$ cat src/design/periodic_grid_bilinear_lookup_unit_macros.svh
// ----------------------------------------------------------------------------
// Assertion macros
// Shared concurrent assertion forms, clocked on i_clk, disabled in reset.
// ----------------------------------------------------------------------------
`ifndef PERIODIC_GRID_BILINEAR_LOOKUP_UNIT_MACROS_SVH
`define PERIODIC_GRID_BILINEAR_LOOKUP_UNIT_MACROS_SVH

`ifndef SYNTHESIS

`define PGBL_ASSERT_IMP(lbl, ante, cons, msg) \
    lbl: assert property (@(posedge i_clk) disable iff (!i_rst_n) (ante) |-> (cons)) \
        else $error(msg);

`define PGBL_ASSERT_NXT(lbl, ante, cons, msg) \
    lbl: assert property (@(posedge i_clk) disable iff (!i_rst_n) (ante) |=> (cons)) \
        else $error(msg);

`else

`define PGBL_ASSERT_IMP(lbl, ante, cons, msg)

`define PGBL_ASSERT_NXT(lbl, ante, cons, msg)

`endif

`endif

$ cat src/design/pgbl_pkg.sv
// ----------------------------------------------------------------------------
// pgbl_pkg
// Types and constants of the periodic grid bilinear lookup unit.
// ----------------------------------------------------------------------------
package pgbl_pkg;

    localparam int DEF_GRID_W = 1440;
    localparam int DEF_GRID_H = 720;

    localparam int FRAC_BITS  = 14;
    localparam int FRAC_ONE   = 1 << FRAC_BITS;
    localparam int LAT_OFFSET = 5898240;

    localparam int LON_W  = 26;
    localparam int LAT_W  = 24;
    localparam int POS_W  = 25;
    localparam int SMP_W  = 16;
    localparam int LROW_W = 10;
    localparam int LCOL_W = 11;

    localparam int RECIP_SH = 26;
    localparam int NBR      = 4;

    typedef enum logic {
        FUNC_LOAD  = 1'b0,
        FUNC_QUERY = 1'b1
    } t_func;

    typedef logic [FRAC_BITS-1:0]    t_frac;
    typedef logic signed [SMP_W-1:0] t_smp;

    typedef struct packed {
        logic  isq;
        logic  we;
        t_smp  smp;
        t_frac fx;
        t_frac fy;
    } t_tag;

    typedef struct packed {
        t_smp  a;
        t_smp  b;
        t_smp  c;
        t_smp  d;
        t_frac fx;
        t_frac fy;
    } t_set;

endpackage

$ cat src/design/pgbl_in_if.sv
// ----------------------------------------------------------------------------
// pgbl_in_if
// Request channel: load or query transactions.
// ----------------------------------------------------------------------------
interface pgbl_in_if
    import pgbl_pkg::*;
();
    logic                     valid;
    logic                     ready;
    logic [0:0]               func;
    logic [LROW_W-1:0]        load_row;
    logic [LCOL_W-1:0]        load_col;
    logic signed [SMP_W-1:0]  sample;
    logic signed [LON_W-1:0]  longitude;
    logic signed [LAT_W-1:0]  latitude;

    modport source (
        output valid, func, load_row, load_col, sample, longitude, latitude,
        input  ready
    );

    modport sink (
        input  valid, func, load_row, load_col, sample, longitude, latitude,
        output ready
    );
endinterface

$ cat src/design/pgbl_front.sv
// ----------------------------------------------------------------------------
// pgbl_front
// Six-stage address pipeline: splits positions, wraps indices by reciprocal
// multiplication, forms the four neighbour addresses or the load address.
// ----------------------------------------------------------------------------
module pgbl_front
    import pgbl_pkg::*;
#(
    parameter int GRID_W = DEF_GRID_W,
    parameter int GRID_H = DEF_GRID_H,
    parameter int AW     = $clog2(DEF_GRID_W * DEF_GRID_H)
) (
    input  logic          i_clk,
    input  logic          i_rst_n,
    pgbl_in_if.sink       i_req,
    output logic          o_valid,
    input  logic          i_ready,
    output t_tag          o_tag,
    output logic [AW-1:0] o_addr [NBR]
);

    localparam int NST  = 6;
    localparam int CW   = $clog2(GRID_W);
    localparam int RW   = $clog2(GRID_H);
    localparam int IP_W = LON_W - FRAC_BITS;
    localparam int IQ_W = POS_W - FRAC_BITS;
    localparam int KCOL = ((2 ** (IP_W - 1) + GRID_W - 1) / GRID_W) * GRID_W;
    localparam int KROW = ((2 ** (IQ_W - 1) + GRID_H - 1) / GRID_H) * GRID_H;
    localparam int UCW  = $clog2(KCOL + 2 ** (IP_W - 1));
    localparam int URW  = $clog2(KROW + 2 ** (IQ_W - 1));
    localparam int RMCW = UCW + 1;
    localparam int RMRW = URW + 1;
    localparam int PCW  = UCW + RECIP_SH;
    localparam int PRW  = URW + RECIP_SH;
    localparam logic [RECIP_SH-1:0] RCP_W = RECIP_SH'(2 ** RECIP_SH / GRID_W);
    localparam logic [RECIP_SH-1:0] RCP_H = RECIP_SH'(2 ** RECIP_SH / GRID_H);

    logic [NST-1:0] r_v;
    logic [NST-1:0] adv;

    // stage 1
    logic signed [IP_W-1:0]  ip;
    logic signed [IQ_W-1:0]  iq;
    logic signed [POS_W-1:0] qpos;
    t_tag                    n1_tag;
    logic [UCW-1:0]          n1_ucol;
    logic [URW-1:0]          n1_urow;
    t_tag                    r1_tag;
    logic [UCW-1:0]          r1_ucol;
    logic [URW-1:0]          r1_urow;
    logic [LROW_W-1:0]       r1_lrow;
    logic [LCOL_W-1:0]       r1_lcol;

    // stage 2
    logic [PCW-1:0]    pcol;
    logic [PRW-1:0]    prow;
    t_tag              r2_tag;
    logic [UCW-1:0]    r2_ucol;
    logic [URW-1:0]    r2_urow;
    logic [UCW-1:0]    r2_qcol;
    logic [URW-1:0]    r2_qrow;
    logic [LROW_W-1:0] r2_lrow;
    logic [LCOL_W-1:0] r2_lcol;

    // stage 3
    t_tag              r3_tag;
    logic [RMCW-1:0]   r3_rcol;
    logic [RMRW-1:0]   r3_rrow;
    logic [LROW_W-1:0] r3_lrow;
    logic [LCOL_W-1:0] r3_lcol;

    // stage 4
    logic [CW-1:0] c0;
    logic [CW-1:0] c1;
    logic [RW-1:0] w0;
    logic [RW-1:0] w1;
    t_tag          r4_tag;
    logic [CW-1:0] r4_c0;
    logic [CW-1:0] r4_c1;
    logic [RW-1:0] r4_r0;
    logic [RW-1:0] r4_r1;

    // stage 5
    t_tag          r5_tag;
    logic [AW-1:0] r5_base0;
    logic [AW-1:0] r5_base1;
    logic [CW-1:0] r5_c0;
    logic [CW-1:0] r5_c1;

    // stage 6
    t_tag          r6_tag;
    logic [AW-1:0] r6_addr [NBR];

    always_comb begin
        adv[NST-1] = !r_v[NST-1] || i_ready;
        for (int k = NST - 2; k >= 0; k--) begin
            adv[k] = !r_v[k] || adv[k+1];
        end
    end

    assign i_req.ready = adv[0];
    assign o_valid     = r_v[NST-1];
    assign o_tag       = r6_tag;
    assign o_addr      = r6_addr;

    always_ff @(posedge i_clk) begin
        if (!i_rst_n) begin
            r_v <= '0;
        end else begin
            if (adv[0]) begin
                r_v[0] <= i_req.valid;
            end
            for (int k = 1; k < NST; k++) begin
                if (adv[k]) begin
                    r_v[k] <= r_v[k-1];
                end
            end
        end
    end

    // position split: integer part floored, fraction in 1/16384
    always_comb begin
        ip           = $signed(i_req.longitude[LON_W-1:FRAC_BITS]);
        qpos         = $signed(POS_W'(LAT_OFFSET)) - POS_W'(i_req.latitude);
        iq           = $signed(qpos[POS_W-1:FRAC_BITS]);
        n1_tag.isq   = (t_func'(i_req.func) == FUNC_QUERY);
        n1_tag.we    = (t_func'(i_req.func) == FUNC_LOAD) &&
                       (int'(i_req.load_row) < GRID_H) &&
                       (int'(i_req.load_col) < GRID_W);
        n1_tag.smp   = i_req.sample;
        n1_tag.fx    = i_req.longitude[FRAC_BITS-1:0];
        n1_tag.fy    = qpos[FRAC_BITS-1:0];
        n1_ucol      = UCW'(int'(ip) + KCOL);
        n1_urow      = URW'(int'(iq) + KROW);
    end

    always_ff @(posedge i_clk) begin
        if (adv[0]) begin
            r1_tag  <= n1_tag;
            r1_ucol <= n1_ucol;
            r1_urow <= n1_urow;
            r1_lrow <= i_req.load_row;
            r1_lcol <= i_req.load_col;
        end
    end

    // quotient estimate, low by at most one
    always_comb begin
        pcol = PCW'(r1_ucol) * PCW'(RCP_W);
        prow = PRW'(r1_urow) * PRW'(RCP_H);
    end

    always_ff @(posedge i_clk) begin
        if (adv[1]) begin
            r2_tag  <= r1_tag;
            r2_ucol <= r1_ucol;
            r2_urow <= r1_urow;
            r2_qcol <= pcol[PCW-1:RECIP_SH];
            r2_qrow <= prow[PRW-1:RECIP_SH];
            r2_lrow <= r1_lrow;
            r2_lcol <= r1_lcol;
        end
    end

    always_ff @(posedge i_clk) begin
        if (adv[2]) begin
            r3_tag  <= r2_tag;
            r3_rcol <= RMCW'(r2_ucol) - RMCW'(r2_qcol * GRID_W);
            r3_rrow <= RMRW'(r2_urow) - RMRW'(r2_qrow * GRID_H);
            r3_lrow <= r2_lrow;
            r3_lcol <= r2_lcol;
        end
    end

    // final correction and the wrapped neighbour
    always_comb begin
        c0 = (r3_rcol >= RMCW'(GRID_W)) ? CW'(r3_rcol - RMCW'(GRID_W)) : CW'(r3_rcol);
        w0 = (r3_rrow >= RMRW'(GRID_H)) ? RW'(r3_rrow - RMRW'(GRID_H)) : RW'(r3_rrow);
        c1 = (c0 == CW'(GRID_W - 1)) ? '0 : c0 + CW'(1);
        w1 = (w0 == RW'(GRID_H - 1)) ? '0 : w0 + RW'(1);
    end

    always_ff @(posedge i_clk) begin
        if (adv[3]) begin
            r4_tag <= r3_tag;
            r4_c0  <= r3_tag.isq ? c0 : CW'(r3_lcol);
            r4_r0  <= r3_tag.isq ? w0 : RW'(r3_lrow);
            r4_c1  <= c1;
            r4_r1  <= w1;
        end
    end

    always_ff @(posedge i_clk) begin
        if (adv[4]) begin
            r5_tag   <= r4_tag;
            r5_base0 <= AW'(r4_r0 * GRID_W);
            r5_base1 <= AW'(r4_r1 * GRID_W);
            r5_c0    <= r4_c0;
            r5_c1    <= r4_c1;
        end
    end

    always_ff @(posedge i_clk) begin
        if (adv[5]) begin
            r6_tag     <= r5_tag;
            r6_addr[0] <= r5_base0 + AW'(r5_c0);
            r6_addr[1] <= r5_base0 + AW'(r5_c1);
            r6_addr[2] <= r5_base1 + AW'(r5_c0);
            r6_addr[3] <= r5_base1 + AW'(r5_c1);
        end
    end

endmodule

$ cat src/flat_wrapper.sv
// flat-port wrapper written by rule: the top's interface ports become plain ports
module pgbl_front_flat import pgbl_pkg::*;
#(
    parameter int GRID_W = DEF_GRID_W,
    parameter int GRID_H = DEF_GRID_H,
    parameter int AW     = $clog2(DEF_GRID_W * DEF_GRID_H)
)
  (i_clk, i_rst_n, o_valid, i_ready, o_tag, o_addr, i_req_valid, i_req_func, i_req_load_row, i_req_load_col, i_req_sample, i_req_longitude, i_req_latitude, i_req_ready);
  pgbl_in_if i_req_i ();
  input  logic i_clk;
  input  logic i_rst_n;
  output logic o_valid;
  input  logic i_ready;
  output t_tag o_tag;
  output logic [AW-1:0] o_addr[NBR];
  input wire logic [$bits(i_req_i.valid)-1:0] i_req_valid;
  input wire logic [$bits(i_req_i.func)-1:0] i_req_func;
  input wire logic [$bits(i_req_i.load_row)-1:0] i_req_load_row;
  input wire logic [$bits(i_req_i.load_col)-1:0] i_req_load_col;
  input wire logic [$bits(i_req_i.sample)-1:0] i_req_sample;
  input wire logic [$bits(i_req_i.longitude)-1:0] i_req_longitude;
  input wire logic [$bits(i_req_i.latitude)-1:0] i_req_latitude;
  output wire logic [$bits(i_req_i.ready)-1:0] i_req_ready;
  assign i_req_i.valid = i_req_valid;
  assign i_req_i.func = i_req_func;
  assign i_req_i.load_row = i_req_load_row;
  assign i_req_i.load_col = i_req_load_col;
  assign i_req_i.sample = i_req_sample;
  assign i_req_i.longitude = i_req_longitude;
  assign i_req_i.latitude = i_req_latitude;
  assign i_req_ready = i_req_i.ready;
  pgbl_front #(.GRID_W(GRID_W), .GRID_H(GRID_H), .AW(AW)) u_core (.i_clk(i_clk), .i_rst_n(i_rst_n), .i_req(i_req_i), .o_valid(o_valid), .i_ready(i_ready), .o_tag(o_tag), .o_addr(o_addr));
endmodule
$ cat config.mk
export PLATFORM = sky130hd
export DESIGN_NAME = pgbl_front_flat
export DESIGN_NICKNAME = d
export VERILOG_FILES = /design/src/design/periodic_grid_bilinear_lookup_unit_macros.svh /design/src/design/pgbl_pkg.sv /design/src/design/pgbl_in_if.sv /design/src/design/pgbl_front.sv /design/src/flat_wrapper.sv
export SDC_FILE = /design/constraint.sdc
export NUM_CORES = 1
export LEC_CHECK = 0
export BUFFER_PORTS_ARGS = -buffer_cell sky130_fd_sc_hd__buf_4
export CAP_MARGIN = 5
export CORE_ASPECT_RATIO = 1.2
export CORE_MARGIN = 4
export CORE_UTILIZATION = 66
export CTS_CLUSTER_DIAMETER = 60
export DETAILED_ROUTE_END_ITERATION = 10
export GPL_ROUTABILITY_DRIVEN = 0
export PLACE_DENSITY = 0.86
export SYNTH_ARGS = -nofsm -noshare
export SYNTH_HDL_FRONTEND = slang
export SYNTH_SLANG_ARGS = --single-unit
$ cat constraint.sdc
create_clock -name i_clk -period 18.2 [get_ports i_clk]
set_input_delay 1.82 -clock i_clk [delete_from_list [all_inputs] [get_ports i_clk]]
set_output_delay 1.82 -clock i_clk [all_outputs]
set_load 0.005 [all_outputs]
==> impl_results.md <==
* Distinct cell type count of the synthesized netlist at 67
* Via density per instance at 5.59
* Worst reg2reg path endpoint: u_core.r2_qcol[1]
* Synth top area cells: sky130_fd_sc_hd__edfxtp_1, sky130_fd_sc_hd__ha_1, sky130_fd_sc_hd__fa_1, sky130_fd_sc_hd__inv_1, sky130_fd_sc_hd__xnor2_1
* Remaining antenna violation count after routing at 0
* Cell count after synthesis at 2061
* Hold buffers post-CTS at 0
* Avg WL per Cell at 18.4 um
* Number of global-route vias before repair at 17277
* Number of flops mapped to enable cells by yosys at 586
* Start point of the worst min-delay path: u_core.r4_c0[5]
* WP data arrival at 4.37 ns
* Start of the worst register-to-register path: u_core.r1_ucol[12]
* Critical Setup Path Class: in2out
* # nets final at 2823
* End point of the worst hold path: u_core.r5_c0[5]
* Pin slew with the least headroom to its limit at 1.19 ns
* Top_reg_cell synth: sky130_fd_sc_hd__edfxtp_1
* Area of the die at 48400 um^2
* Initial core utilization at 0.671
* Syn avg cell area at 14.4 um^2
* Core occupancy in the finished layout at 0.765
* Number of I/O pins at 220
* Outcome: finished clean
* CTS H-tree lvls at 2
* Post-place instance area at 31900 um^2
* Initial antenna violation count at 1
* Max_slew headroom at 0.207
* Count of max-cap constraint violations at 0
* FMAX at 162 MHz
* Initial detailed-routing violation count at 981
* Final HPWL DP at 39500 um
* Worst hold path depth at 0
* Static Leak at 14.7 nW
* Fin Setup TNS at 0 ns
* Data required time at the worst endpoint at 16.38 ns
* Wire length of the first global-routing pass at 86900 um
* Final Critical Period at 6.19 ns
* Height of the die at 240 um
* Final setup viols at 0
* Fraction of final layout cells with drive strength greater than 1 at 0.143
* Clock-pin slew reported for the worst setup and hold paths after clock tree synthesis at 0.07 ns
* Core footprint at 44100 um^2
* Crit path capture type: output port
* Largest clock skew in the final design at 0.0192 ns
* Total of buffers placed on input and output ports at 219
* Max Transition Viols Final at 0
* Overall via count from detail_route at 16343
* Max Buffers Root-to-Sink at 3
* Register area share after synthesis at 0.598
* Worst-case vdd ir drop at 0.152 mV
* Fraction of post-synthesis cell area in the top cell type by area at 0.594
* Worst-skew pair later-pin latency at 0.58 ns
* Net count after synthesis at 2565
* Clk sink count at 592
* Path depth of the worst reg2reg path at 15
* Yosys top cell by area: sky130_fd_sc_hd__edfxtp_1
* Global-route congestion overflow total at 0
* Site Rows at 84
* RSZ-0062 raised after global routing: false
* Post-Synthesis Cell Area at 29600 um^2
* Final worst-path cycle share at 0.340
* Clock tree from TritonCTS: done
* Final Hold Viols at 0
* Synthesis-to-layout area growth at 13.9%
* Final standard cell area without fillers at 33800 um^2
* Global-route usage over all layers at 0.225
* Worst setup path startpoint: i_ready
* Routed WL at 53700 um
* Drt pass-1 iters at 8
* Class of the tightest hold or removal check: reg2reg
* Post-CTS Resized at 0
* Startpoint types: primary input
* Worst Path Max Fanout at 41
* Synth async-reset ratio at 0
* Post CTS Setup Buffer Count at 0
* CTS root buffer: sky130_fd_sc_hd__clkbuf_16
* R2R Setup Slk at 13.26 ns
* Number of DRC violations after detailed routing at 0
* Number of fillers in the final layout at 2538
* Number of synthesized register bits at 592
* Count of warnings emitted by yosys at 0
* Pwr dens at 184 nW/um^2
* Number of buffers added by the clock tree synthesis step at 53
* Floorplan die width at 201 um
* Largest net degree at the start of global routing at 81
## worst max-delay path by stage
stage / cells past startpoint / end
CTS: 7 / i_req_ready
global placement: 7 / i_req_ready
finish: 7 / i_req_ready
detailed placement: 7 / i_req_ready
global route: 7 / i_req_ready
floorplan: 5 / i_req_ready
## logic make-up (layout without fill, tap and decap cells)
family                     count (synthesis)  after routing  share of synthesized area
AOI/OAI and AO/OA                        221            221                     0.0483
xor gates and xnor gates                 135            135                     0.0399
adders and majority gates                412            412                      0.206
buffers and inverters                    376            678                     0.0489
DFF                                      592            592                      0.598
muxes                                     16             16                    0.00600
other                                      0              1                          0
and+or+nand+nor                          309            309                     0.0534
## power by group
group	total (mW)	internal [mW]	leakage, nW	switching [mW]
logic	2.99	1.36	7.56	1.64
registers	2.08	1.92	6.26	0.162
clock network	1.15	0.679	0.879	0.470
total	6.22	3.95	14.7	2.27
## critical path: stages
cell	delay, ns
sky130_fd_sc_hd__buf_4	0.11
sky130_fd_sc_hd__nor2b_1	0.29
sky130_fd_sc_hd__and2_1	0.33
sky130_fd_sc_hd__nand2_4	0.23
sky130_fd_sc_hd__nor2_1	0.56
sky130_fd_sc_hd__nand3_4	0.60
sky130_fd_sc_hd__buf_4	0.37
## per-stage QoR
stage               hold slack [ns]  std cells  worst slack [ns]  power, mW
floorplan                     0.400       2061              9.76       4.25
global placement              0.401       2823             12.17       4.84
detailed placement            0.405       2823             12.04       5.02
CTS                           0.405       2922             11.96       6.23
global route                  0.415       2923             11.83       6.73
finish                        0.411       2923             12.01       6.22
## state kept, by name, summed over array words and instances (netlist names), 12 cells and up
register         flops
u_core.r1_urow      12
u_core.r2_ucol      13
u_core.r2_urow      12
u_core.r3_rrow      13
u_core.r2_tag       46
u_core.r3_rcol      14
u_core.r5_base0     15
u_core.o_addr       70
u_core.r4_tag       46
u_core.r5_tag       46
u_core.r5_base1     15
u_core.o_tag        46
u_core.r3_tag       46
u_core.r1_ucol      13
u_core.r1_tag       46
## Yosys cell counts (8+ instances only)
cell type                  number
sky130_fd_sc_hd__a21boi_0       8
sky130_fd_sc_hd__a21o_1        15
sky130_fd_sc_hd__a21oi_1       68
sky130_fd_sc_hd__a31oi_1        9
sky130_fd_sc_hd__and2_1         8
sky130_fd_sc_hd__and3_1        18
sky130_fd_sc_hd__buf_4         10
sky130_fd_sc_hd__clkbuf_1      11
sky130_fd_sc_hd__edfxtp_1     586
sky130_fd_sc_hd__fa_1         125
sky130_fd_sc_hd__ha_1         287
sky130_fd_sc_hd__inv_1        354
sky130_fd_sc_hd__mux2_2        14
sky130_fd_sc_hd__nand2_1       76
sky130_fd_sc_hd__nand2b_1       9
sky130_fd_sc_hd__nand3_1       22
sky130_fd_sc_hd__nand4_1       16
sky130_fd_sc_hd__nor2_1        58
sky130_fd_sc_hd__nor2b_1       24
sky130_fd_sc_hd__nor3_1        32
sky130_fd_sc_hd__nor4_1         9
sky130_fd_sc_hd__o211ai_1      14
sky130_fd_sc_hd__o21a_1        11
sky130_fd_sc_hd__o21ai_0       41
sky130_fd_sc_hd__or3_1         10
sky130_fd_sc_hd__xnor2_1       82
sky130_fd_sc_hd__xor2_1        53
## layout by cell type, fill, tap and decap left out, drive strengths merged, types with 18 or more instances in the layout
| cell type | synthesis | routed |
|---|---|---|
| a21oi | 69 | 69 |
| and3 | 18 | 18 |
| buf | 11 | 225 |
| clkbuf | 11 | 66 |
| clkinv | 0 | 19 |
| edfxtp | 586 | 586 |
| fa | 125 | 125 |
| ha | 287 | 287 |
| inv | 354 | 355 |
| nand2 | 76 | 76 |
| nand3 | 22 | 22 |
| nor2 | 58 | 58 |
| nor2b | 24 | 24 |
| nor3 | 32 | 32 |
| o21ai | 43 | 43 |
| xnor2 | 82 | 82 |
| xor2 | 53 | 53 |
## per-layer routing
layer	vias to the layer above	part of all wire	track usage
met1	7932	0.38	0.271
met3	139	0.047	0.0301
met5	-	0	0
met4	0	0.038	0.0895
met2	491	0.53	0.413
li1	7781	-	-
## final cells by class
cell class	count	area [um^2]	share of cell area
multi-input combinational	1093	10500	0.311
inverter	354	1340	0.0396
tap	559	699	0.0207
clock inverter	33	417	0.0123
timing repair buffer	225	1690	0.0500
sequential	592	17700	0.525
clock buffer	66	1410	0.0417
antenna	1	2.50	0.0000741
No activity file was read; power rests on OpenSTA's default activity.
